==> config.mk <==
export PLATFORM = sky130hd
export DESIGN_NAME = scalar_kalman_filter_top
export DESIGN_NICKNAME = d
export VERILOG_FILES = /design/src/rtl/skf_pkg.sv /design/src/rtl/scalar_kalman_filter_top.sv /design/src/rtl/skf_ctrl.sv /design/src/rtl/skf_datapath.sv
export SDC_FILE = /design/constraint.sdc
export NUM_CORES = 2
export LEC_CHECK = 0
export CORE_MARGIN = 1
export CORE_UTILIZATION = 65
export DETAILED_ROUTE_END_ITERATION = 16
export DONT_BUFFER_PORTS = 1
export PLACE_DENSITY = 0.77
export SYNTH_ARGS = -nofsm -noshare
export SYNTH_HDL_FRONTEND = slang
export SYNTH_SLANG_ARGS = --single-unit
==> constraint.sdc <==
create_clock -name i_clk -period 24.5 [get_ports i_clk]
set_clock_uncertainty 0.1 [all_clocks]
set_input_delay 2.45 -clock i_clk [delete_from_list [all_inputs] [get_ports i_clk]]
set_output_delay 2.45 -clock i_clk [all_outputs]
set_load 0.05 [all_outputs]
==> src/rtl/skf_pkg.sv <==
package skf_pkg;

    localparam int SAMPLE_W  = 16;
    localparam int VAR_W     = 20;
    localparam int DEN_W     = VAR_W + 1;
    localparam int GAIN_W    = 16;
    localparam int QUO_W     = GAIN_W + 1;
    localparam int DIV_STEPS = QUO_W;
    localparam int CNT_W     = $clog2(DIV_STEPS);
    localparam int CFG_IDX_W = 2;

    localparam logic [CFG_IDX_W-1:0] REG_PROCESS_NOISE  = 2'd0;
    localparam logic [CFG_IDX_W-1:0] REG_MEASURE_NOISE  = 2'd1;
    localparam logic [CFG_IDX_W-1:0] REG_START_VARIANCE = 2'd2;

    localparam logic [VAR_W-1:0] RST_PROCESS_NOISE  = 20'd328;
    localparam logic [VAR_W-1:0] RST_MEASURE_NOISE  = 20'd52429;
    localparam logic [VAR_W-1:0] RST_START_VARIANCE = 20'd65536;

    typedef enum logic [2:0] {
        S_IDLE,
        S_PREP,
        S_DIV,
        S_MULE,
        S_MULP,
        S_UPD
    } t_state;

    typedef struct packed {
        logic load;
        logic div_init;
        logic div_step;
        logic mul_e;
        logic mul_p;
        logic update;
    } t_cmd;

    typedef struct packed {
        logic div_done;
        logic out_free;
    } t_status;

endpackage

==> src/rtl/scalar_kalman_filter_top.sv <==
// channel   dir  valid        stall        payload
// input     in   i_in_valid   o_in_stall   i_sample    (s16)
// output    out  o_out_valid  i_out_stall  o_estimate  (s16)
// config    in   i_cfg_we     -            i_cfg_index, i_cfg_data (u20)
//
// After the accept edge a word passes divider setup, 17 steps of the restoring gain
// divider, the error multiply, the variance multiply and the update. A new word is
// taken in the cycle after the result is registered, so one word is in flight at a
// time. Synchronous active-low reset restores the register defaults and clears the
// started flag. A stalled result holds in the output register while the next word is
// accepted and processed; that word's update waits until the output register is free.
module scalar_kalman_filter_top (
    input  logic                                i_clk,
    input  logic                                i_rst_n,
    input  logic                                i_in_valid,
    output logic                                o_in_stall,
    input  logic signed [skf_pkg::SAMPLE_W-1:0] i_sample,
    output logic                                o_out_valid,
    input  logic                                i_out_stall,
    output logic signed [skf_pkg::SAMPLE_W-1:0] o_estimate,
    input  logic                                i_cfg_we,
    input  logic [skf_pkg::CFG_IDX_W-1:0]       i_cfg_index,
    input  logic [skf_pkg::VAR_W-1:0]           i_cfg_data
);
    import skf_pkg::*;

    t_cmd    cmd;
    t_status status;

    skf_ctrl u_ctrl (
        .i_clk      (i_clk),
        .i_rst_n    (i_rst_n),
        .i_in_valid (i_in_valid),
        .i_status   (status),
        .o_cmd      (cmd),
        .o_in_stall (o_in_stall)
    );

    skf_datapath u_dp (
        .i_clk       (i_clk),
        .i_rst_n     (i_rst_n),
        .i_cmd       (cmd),
        .o_status    (status),
        .i_cfg_we    (i_cfg_we),
        .i_cfg_index (i_cfg_index),
        .i_cfg_data  (i_cfg_data),
        .i_sample    (i_sample),
        .i_out_stall (i_out_stall),
        .o_out_valid (o_out_valid),
        .o_estimate  (o_estimate)
    );

endmodule

==> src/rtl/skf_ctrl.sv <==
module skf_ctrl (
    input  logic            i_clk,
    input  logic            i_rst_n,
    input  logic            i_in_valid,
    input  skf_pkg::t_status i_status,
    output skf_pkg::t_cmd   o_cmd,
    output logic            o_in_stall
);
    import skf_pkg::*;

    t_state r_state;
    t_state n_state;

    always_ff @(posedge i_clk) begin
        if (!i_rst_n) begin
            r_state <= S_IDLE;
        end else begin
            r_state <= n_state;
        end
    end

    always_comb begin
        n_state    = r_state;
        o_cmd      = '0;
        o_in_stall = 1'b1;
        case (r_state)
            S_IDLE: begin
                o_in_stall = 1'b0;
                if (i_in_valid) begin
                    o_cmd.load = 1'b1;
                    n_state    = S_PREP;
                end
            end
            S_PREP: begin
                o_cmd.div_init = 1'b1;
                n_state        = S_DIV;
            end
            S_DIV: begin
                o_cmd.div_step = 1'b1;
                if (i_status.div_done) begin
                    n_state = S_MULE;
                end
            end
            S_MULE: begin
                o_cmd.mul_e = 1'b1;
                n_state     = S_MULP;
            end
            S_MULP: begin
                o_cmd.mul_p = 1'b1;
                n_state     = S_UPD;
            end
            S_UPD: begin
                if (i_status.out_free) begin
                    o_cmd.update = 1'b1;
                    n_state      = S_IDLE;
                end
            end
            default: begin
                n_state = S_IDLE;
            end
        endcase
    end

endmodule

==> src/rtl/skf_datapath.sv <==
module skf_datapath (
    input  logic                                 i_clk,
    input  logic                                 i_rst_n,
    input  skf_pkg::t_cmd                        i_cmd,
    output skf_pkg::t_status                     o_status,
    input  logic                                 i_cfg_we,
    input  logic [skf_pkg::CFG_IDX_W-1:0]        i_cfg_index,
    input  logic [skf_pkg::VAR_W-1:0]            i_cfg_data,
    input  logic signed [skf_pkg::SAMPLE_W-1:0]  i_sample,
    input  logic                                 i_out_stall,
    output logic                                 o_out_valid,
    output logic signed [skf_pkg::SAMPLE_W-1:0]  o_estimate
);
    import skf_pkg::*;

    localparam int DIFF_W  = SAMPLE_W + 1;
    localparam int PE_W    = DIFF_W + GAIN_W + 1;
    localparam int PP_W    = QUO_W + VAR_W;
    localparam int EST_X_W = PE_W - GAIN_W + 1;

    logic [VAR_W-1:0]           r_q;
    logic [VAR_W-1:0]           r_r;
    logic [VAR_W-1:0]           r_p0;
    logic                       r_started;
    logic signed [SAMPLE_W-1:0] r_est;
    logic [VAR_W-1:0]           r_var;
    logic signed [SAMPLE_W-1:0] r_sample;
    logic [DEN_W-1:0]           r_den;
    logic                       r_den_zero;
    logic [DEN_W-1:0]           r_rem;
    logic [QUO_W-1:0]           r_quo;
    logic [CNT_W-1:0]           r_cnt;
    logic [GAIN_W-1:0]          r_k;
    logic signed [PE_W-1:0]     r_prod_e;
    logic [PP_W-1:0]            r_prod_p;
    logic                       r_out_valid;
    logic signed [SAMPLE_W-1:0] r_out;

    logic [DEN_W:0]             rem_sh;
    logic                       rem_ge;
    logic [GAIN_W-1:0]          k_c;
    logic signed [DIFF_W-1:0]   diff_c;
    logic signed [PE_W-1:0]     prod_e_c;
    logic [QUO_W-1:0]           one_minus_k;
    logic signed [PE_W:0]       rnd_e;
    logic signed [EST_X_W-1:0]  est_x;
    logic signed [SAMPLE_W-1:0] est_new;
    logic [PP_W-1:0]            rnd_p;
    logic [VAR_W+1:0]           var_sum;
    logic [VAR_W-1:0]           var_new;

    function automatic logic signed [DIFF_W-1:0] i_sample_hold_sx(
        input logic signed [SAMPLE_W-1:0] v
    );
        return {v[SAMPLE_W-1], v};
    endfunction

    // restoring divide: remainder shifts in P[0] on the first step, zeros after
    assign rem_sh = {r_rem, (r_cnt == '0) ? r_var[0] : 1'b0};
    assign rem_ge = rem_sh >= {1'b0, r_den};

    always_comb begin
        if (r_den_zero) begin
            k_c = '0;
        end else if (r_quo[QUO_W-1]) begin
            k_c = '1;
        end else begin
            k_c = r_quo[GAIN_W-1:0];
        end
    end

    assign diff_c      = {i_sample_hold_sx(r_sample)} - {r_est[SAMPLE_W-1], r_est};
    assign prod_e_c    = diff_c * $signed({1'b0, k_c});
    assign one_minus_k = {1'b1, {GAIN_W{1'b0}}} - {1'b0, r_k};

    assign rnd_e = {r_prod_e[PE_W-1], r_prod_e} + (PE_W+1)'(32768);
    assign est_x = {{(EST_X_W-SAMPLE_W){r_est[SAMPLE_W-1]}}, r_est}
                 + rnd_e[PE_W:GAIN_W];

    always_comb begin
        if (est_x > EST_X_W'(32767)) begin
            est_new = 16'sh7FFF;
        end else if (est_x < -(EST_X_W'(32768))) begin
            est_new = -16'sh8000;
        end else begin
            est_new = est_x[SAMPLE_W-1:0];
        end
    end

    assign rnd_p   = r_prod_p + PP_W'(32768);
    assign var_sum = {1'b0, rnd_p[PP_W-1:GAIN_W]} + {2'b00, r_q};
    assign var_new = (var_sum > {2'b00, {VAR_W{1'b1}}}) ? '1 : var_sum[VAR_W-1:0];

    always_ff @(posedge i_clk) begin
        if (!i_rst_n) begin
            r_q         <= RST_PROCESS_NOISE;
            r_r         <= RST_MEASURE_NOISE;
            r_p0        <= RST_START_VARIANCE;
            r_started   <= 1'b0;
            r_est       <= '0;
            r_var       <= '0;
            r_out_valid <= 1'b0;
        end else begin
            if (i_cfg_we) begin
                case (i_cfg_index)
                    REG_PROCESS_NOISE:  r_q  <= i_cfg_data;
                    REG_MEASURE_NOISE:  r_r  <= i_cfg_data;
                    REG_START_VARIANCE: r_p0 <= i_cfg_data;
                    default: ;
                endcase
            end
            if (i_cmd.load && !r_started) begin
                r_var     <= r_p0;
                r_started <= 1'b1;
            end
            if (i_cmd.update) begin
                r_est       <= est_new;
                r_var       <= var_new;
                r_out_valid <= 1'b1;
            end else if (!i_out_stall) begin
                r_out_valid <= 1'b0;
            end
        end
    end

    always_ff @(posedge i_clk) begin
        if (i_cmd.load) begin
            r_sample <= i_sample;
        end
        if (i_cmd.div_init) begin
            r_den      <= {1'b0, r_var} + {1'b0, r_r};
            r_den_zero <= (r_var == '0) && (r_r == '0);
            r_rem      <= {2'b00, r_var[VAR_W-1:1]};
            r_quo      <= '0;
            r_cnt      <= '0;
        end
        if (i_cmd.div_step) begin
            r_rem <= rem_ge ? DEN_W'(rem_sh - {1'b0, r_den}) : rem_sh[DEN_W-1:0];
            r_quo <= {r_quo[QUO_W-2:0], rem_ge};
            r_cnt <= r_cnt + 1'b1;
        end
        if (i_cmd.mul_e) begin
            r_k      <= k_c;
            r_prod_e <= prod_e_c;
        end
        if (i_cmd.mul_p) begin
            r_prod_p <= one_minus_k * r_var;
        end
        if (i_cmd.update) begin
            r_out <= est_new;
        end
    end

    assign o_status.div_done = (r_cnt == CNT_W'(DIV_STEPS - 1));
    assign o_status.out_free = !r_out_valid || !i_out_stall;
    assign o_out_valid       = r_out_valid;
    assign o_estimate        = r_out;

endmodule

Yosys cells after proc, flatten, opt, wreduce, memory -nomap -nowiden. Cells that the tools add are included.

Flip-flop bits (word level): 285. Logic and storage cells: 92. Output and inout port bits: 18. Bits of input ports: 43.

Add/subtract/negate cells: 9. Multiply operators: 2. $lt $le $gt $ge: 4. Muxes and demuxes: 30. Equal/unequal tests: 12. Reductions and logical operators: 17.

Operators by type and width (count): 16-bit two-way mux (4); 21-bit two-way mux (3); 20-bit two-way mux (3); 20-bit zero test (2); 37-bit by 16-bit adder with 37-bit output, second input constant (1); 17-bit by 20-bit multiplier with 37-bit output (1); 34-bit by 17-bit adder with 35-bit output, second input constant (1); 17-bit by 17-bit multiplier with 34-bit output (1); 17-bit two-way mux (2); 21-bit by 20-bit adder with 22-bit output (1); 22-bit by 21-bit greater-or-equal comparator with 1-bit output (1); 22-bit by 20-bit > comparator with 1-bit output, second input constant (1); 20-bit by 20-bit adder with 21-bit output (1); 21-bit subtractor (1); 19-bit adder (1); 19-bit by 16-bit > comparator with 1-bit output, second input constant (1); 19-bit by 16-bit < comparator with 1-bit output, second input constant (1); 3-bit one-hot mux with 6 select lines (1); 16-bit by 16-bit subtractor with 17-bit output (1); 17-bit by 16-bit subtractor with 17-bit output, first input constant (1); 1-bit two-way mux (12); 5-bit two-way mux (2); 3-bit two-way mux (3); 3-bit by 2-bit == test with 1-bit output, second input constant (2); 17 further kinds (26).

Depth between registers and ports, before layout.
Depth after elaboration: 5. Gate-level depth with buffers: 35. Mapped depth without buffers: 33.

By module. A second synthesis with hierarchy kept.

Cells, all modules: 3955. Area, all modules: 35750.5 µm².

By module, submodules not included: skf_datapath (times used 1, sequential area each 6586.3 µm², cells each 3932, area each 35556.6 µm²); skf_ctrl (times used 1, sequential area each 60.1 µm², cells each 23, area each 193.9 µm²).

Worst setup path before layout. No wires, ideal clock.

Kind: flip-flop to flip-flop. Start: reg u_dp.r_sample[0]. End: reg u_dp.r_prod_e[33] (data pin). Path slack: 16.212 ns. Stages on the path, launching flop included: 34. Data required time: 24.140 ns. Path buffers: 1. Library setup time: 0.260 ns. Clock period less this slack: 8.288 ns. Arrival: 7.929 ns. Cells stage by stage: edfxtp_1 > inv_1 > ha_1 > fa_1 > nor2b_1 > o21ai_0 > a21boi_1 > o21ai_0 > a21oi_1 > o21ai_1 > a31oi_2 > o211a_1 > clkbuf_1 > nor2_1 > fa_1 > inv_1 > fa_1 > inv_1 > fa_1 > fa_1 > fa_1 > inv_1 > fa_1 > inv_1 > ha_1 > and2_1 > nand3_1 > nor3_1 > and3_1 > a32oi_1 > a311oi_1 > a21o_1 > a21oi_1 > xnor2_1.

Word-level cells in the longest chain between the ends: 2.

Ends and longest elaborated chain: start, declared (line skf_datapath.sv:27) `logic signed [SAMPLE_W-1:0] r_sample;`; start signal, assigned (line skf_datapath.sv:128) `r_sample <= i_sample;`; 16-bit by 16-bit subtractor with 17-bit output (line skf_datapath.sv:72) `assign diff_c = {i_sample_hold_sx(r_sample)} - {r_est[SAMPLE_W-1], r_est};`; 17-bit by 17-bit multiplier with 34-bit output (line skf_datapath.sv:73) `assign prod_e_c = diff_c * $signed({1'b0, k_c});`; named net u_dp.prod_e_c[33] (line skf_datapath.sv:43) `logic signed [PE_W-1:0] prod_e_c;`; end signal, assigned (line skf_datapath.sv:144) `r_prod_e <= prod_e_c;`; end, declared (line skf_datapath.sv:34) `logic signed [PE_W-1:0] r_prod_e;`.

The timed path passes the listed nets, and every way through them passes these cells. A chain may end at the register's enable or synchronous reset.

Final worst setup path. Ends and elaborated chain as after synthesis.

==> out/qor.csv <==
metric,value,unit
outcome,"finished, final reports clean",
WHS Path Cells,2,
Worst Path Arrival,9.80,ns
Setup TNS Final,0,ns
TritonCTS clock tree,done,
cts repair resizes,0,
final setup fails,0,
max_cap viols,0,
num ports,61,
TritonCTS Buffers,30,
initial antenna violation count,7,
YS warnings,0,
H-Tree Depth,1,
share of cells above drive strength 1,4.60,%
Total Wirelength,91.6,mm
DRT iter0 DRCs,2231,
unrepaired setup endpoints after global routing,no,
GRT overflow,0,
final worst-path cycle share,39.1,%
Max Freq,104,MHz
reg-to-reg endpoint,u_dp.r_prod_e[33]$_DFFE_PN_,
port buffer count,0,
hold wc startpoint,u_dp.r_p0[15]$_SDFFE_PN0P_,
Slew @ Worst Pin,1.22,ns
Final ANT Viol Nets,0,
HPWL Detailed,70.3,mm
critical path type,flop to flop,
initial core utilization,66.2,%
Final Hold Viols,0,
RePlAce Congestion,0.960,
critical path required time,24.72,ns
Post-synth top flop,edfxtp_1,
die area,56200,um2
Setup crit end kind,flop,
post-synthesis cell area,35900,um2
clk_lat worst skew,0.61,ns
cts hold-fix bufs,0,
sequential-to-total area share from yosys stat,18.5,%
"slowest stage delay, CP",0.77,ns
DR DRC count,0,
clk root buf,clkbuf_16,
Avg WL per Cell,19.8,um
first-pass GRT wire length,148,mm
TritonRoute pass-1 iters,7,
Post-CTS Setup Bufs,0,
Critical Path End,u_dp.r_prod_e[33]$_DFFE_PN_,
Yosys cell types,81,
largest net degree at the start of global routing,94,
Async SR Flop Fraction,0,%
Die X,237,um
Post-synth EDFFs,154,
cell repeated most along the worst path,fa_1,
vias in the first global route,27700,
R2R Setup Slk,14.92,ns
syn_area_per_cell,8.98,um2
fillers,4296,
Final nets,4793,
fin. max-slew vios,0,
core footprint,54200,um2
synthesis-to-finish area growth,4.86,%
slowest cell on the critical path,fa_1,
post-route minimum period,9.58,ns
Worst-path clk slew,0.06,ns
largest fanout on the critical path,12,
Via density,5.88,
"Net Count, Synth",4882,
launch point of the worst path,u_dp.r_sample[0]$_DFFE_PP_,
Sink Count,255,
Cells after Synth,4000,
Hold/Removal Path Class,flop to flop,
reg2reg start,u_dp.r_sample[0]$_DFFE_PP_,
All-Layer GR Usage,33.8,%
Die Ht,237,um
Clock Path Buffers,3,
Rel. slew slack,18.7,%
Worst Reg2Reg Path Length in Cells,32,
site row count,85,
register bit total from synthesis,255,
startpoint types,flop,
DR vias,27200,
==> worst max-delay path, delay by kind of cell, from the launching register on <==
family                     cells  cell delay, ns
adders and majority gates      9            4.32
xor gates and xnor gates       1            0.12
buffers and inverters          5            0.44
and+or+nand+nor                6            1.29
DFF                            1            0.32
AOI/OAI and AO/OA             11            2.70
==> synth_stat cells, types with 37 or more instances <==
cell	number	area, um2
fa_1	544	10900
o21ai_0	82	410
clkbuf_1	161	604
a31oi_1	37	231
ha_1	295	3690
xnor2_1	126	1100
inv_1	770	2890
xor2_1	70	613
nand2_1	579	2170
and2_1	116	726
and3_1	51	319
a21oi_1	110	551
nor3_1	46	230
nor2_1	229	860
dfxtp_1	101	2020
nand3_1	59	295
a21boi_0	49	368
a21o_1	56	420
edfxtp_1	154	4620
==> flip-flops by register name (all words and copies together), names as in the netlist, 19 cells and up <==
register	flops
u_dp.r_prod_e	19
u_dp.r_prod_p	22
u_dp.r_rem	21
u_dp.r_p0	20
u_dp.r_var	20
u_dp.r_den	21
u_dp.r_r	20
u_dp.r_q	20
==> layout by cell type, fill, tap and decap left out, types with 8 or more instances in the layout <==
| cell | n |
|---|---|
| xnor2_1 | 126 |
| or3_1 | 16 |
| o21ai_0 | 81 |
| mux2_2 | 19 |
| nand2_1 | 579 |
| o21bai_1 | 17 |
| edfxtp_1 | 154 |
| clkbuf_16 | 34 |
| a21boi_0 | 49 |
| o21a_1 | 15 |
| o211ai_1 | 10 |
| nor2b_1 | 11 |
| xor2_1 | 70 |
| nor4_1 | 19 |
| nand3b_1 | 8 |
| a311oi_1 | 15 |
| o21ai_1 | 16 |
| and2_1 | 116 |
| or2_2 | 22 |
| and3_1 | 51 |
| inv_1 | 770 |
| mux2i_1 | 18 |
| fa_1 | 544 |
| a21o_1 | 56 |
| buf_4 | 59 |
| a31oi_1 | 37 |
| a21oi_1 | 110 |
| nand2b_1 | 22 |
| ha_1 | 295 |
| dfxtp_1 | 101 |
| nand4_1 | 17 |
| a211oi_1 | 13 |
| nor3_1 | 46 |
| nand3_1 | 59 |
| a311o_1 | 9 |
| nor2_1 | 224 |
==> logic make-up after synthesis <==
group / share of synthesized area (%)
simple gates: 15.5
flops: 18.5
compound gates: 9.34
buf+inv: 10.0
fa+ha+maj: 40.6
mux: 1.10
xor+xnor: 4.87
==> metrics by stage <==
| stage | std cells | utilization (%) | setup WS, ns | instance area [um2] | hold WS, ns |
|---|---|---|---|---|---|
| after floorplan | 4000 | - | 16.21 | 35900 | 0.335 |
| after global placement | 4575 | 67.4 | 15.32 | 36600 | 0.348 |
| final | 4635 | 69.4 | 14.92 | 37700 | 0.364 |
| after global routing | 4634 | 69.4 | 14.41 | 37600 | 0.377 |
| after detailed placement | 4575 | 67.4 | 15.19 | 36600 | 0.355 |
| after CTS | 4631 | 69.4 | 15.14 | 37600 | 0.364 |
==> worst min path at each step <==
| stage | slack (ns) | to |
|---|---|---|
| global route | 0.38 | u_dp.r_p0[12]$_SDFFE_PN0P_ |
| floorplan | 0.33 | u_dp.r_p0[16]$_SDFFE_PN1P_ |
| finish | 0.36 | u_dp.r_p0[15]$_SDFFE_PN0P_ |
| detailed placement | 0.35 | u_dp.r_p0[2]$_SDFFE_PN0P_ |
| CTS | 0.36 | u_dp.r_p0[11]$_SDFFE_PN0P_ |
| global placement | 0.35 | u_dp.r_p0[6]$_SDFFE_PN0P_ |
==> routing by layer <==
metal / vias to the layer above / track usage [%] / part of all wire, %
met4: 4 / 14.1 / 4.8
met5: - / 0 / 0.033
met1: 13400 / 43.9 / 39
li1: 12400 / - / -
met2: 1142 / 57.2 / 48
met3: 277 / 4.56 / 7.8
==> layout make-up <==
cell class | instances | area, um2 | area share, %
Antenna cell | 4 | 10.0 | 0.0266
Clock buffer | 43 | 915 | 2.43
Clock inverter | 13 | 150 | 0.399
Inverter | 773 | 2900 | 7.71
Multi-Input combinational cell | 2792 | 25700 | 68.3
Sequential cell | 255 | 6650 | 17.7
Tap cell | 696 | 871 | 2.31
Timing Repair Buffer | 59 | 443 | 1.18
Power is left out: the tool's default activity adds up to more than one toggle a clock period on the data nets, which glitch-free logic cannot reach.
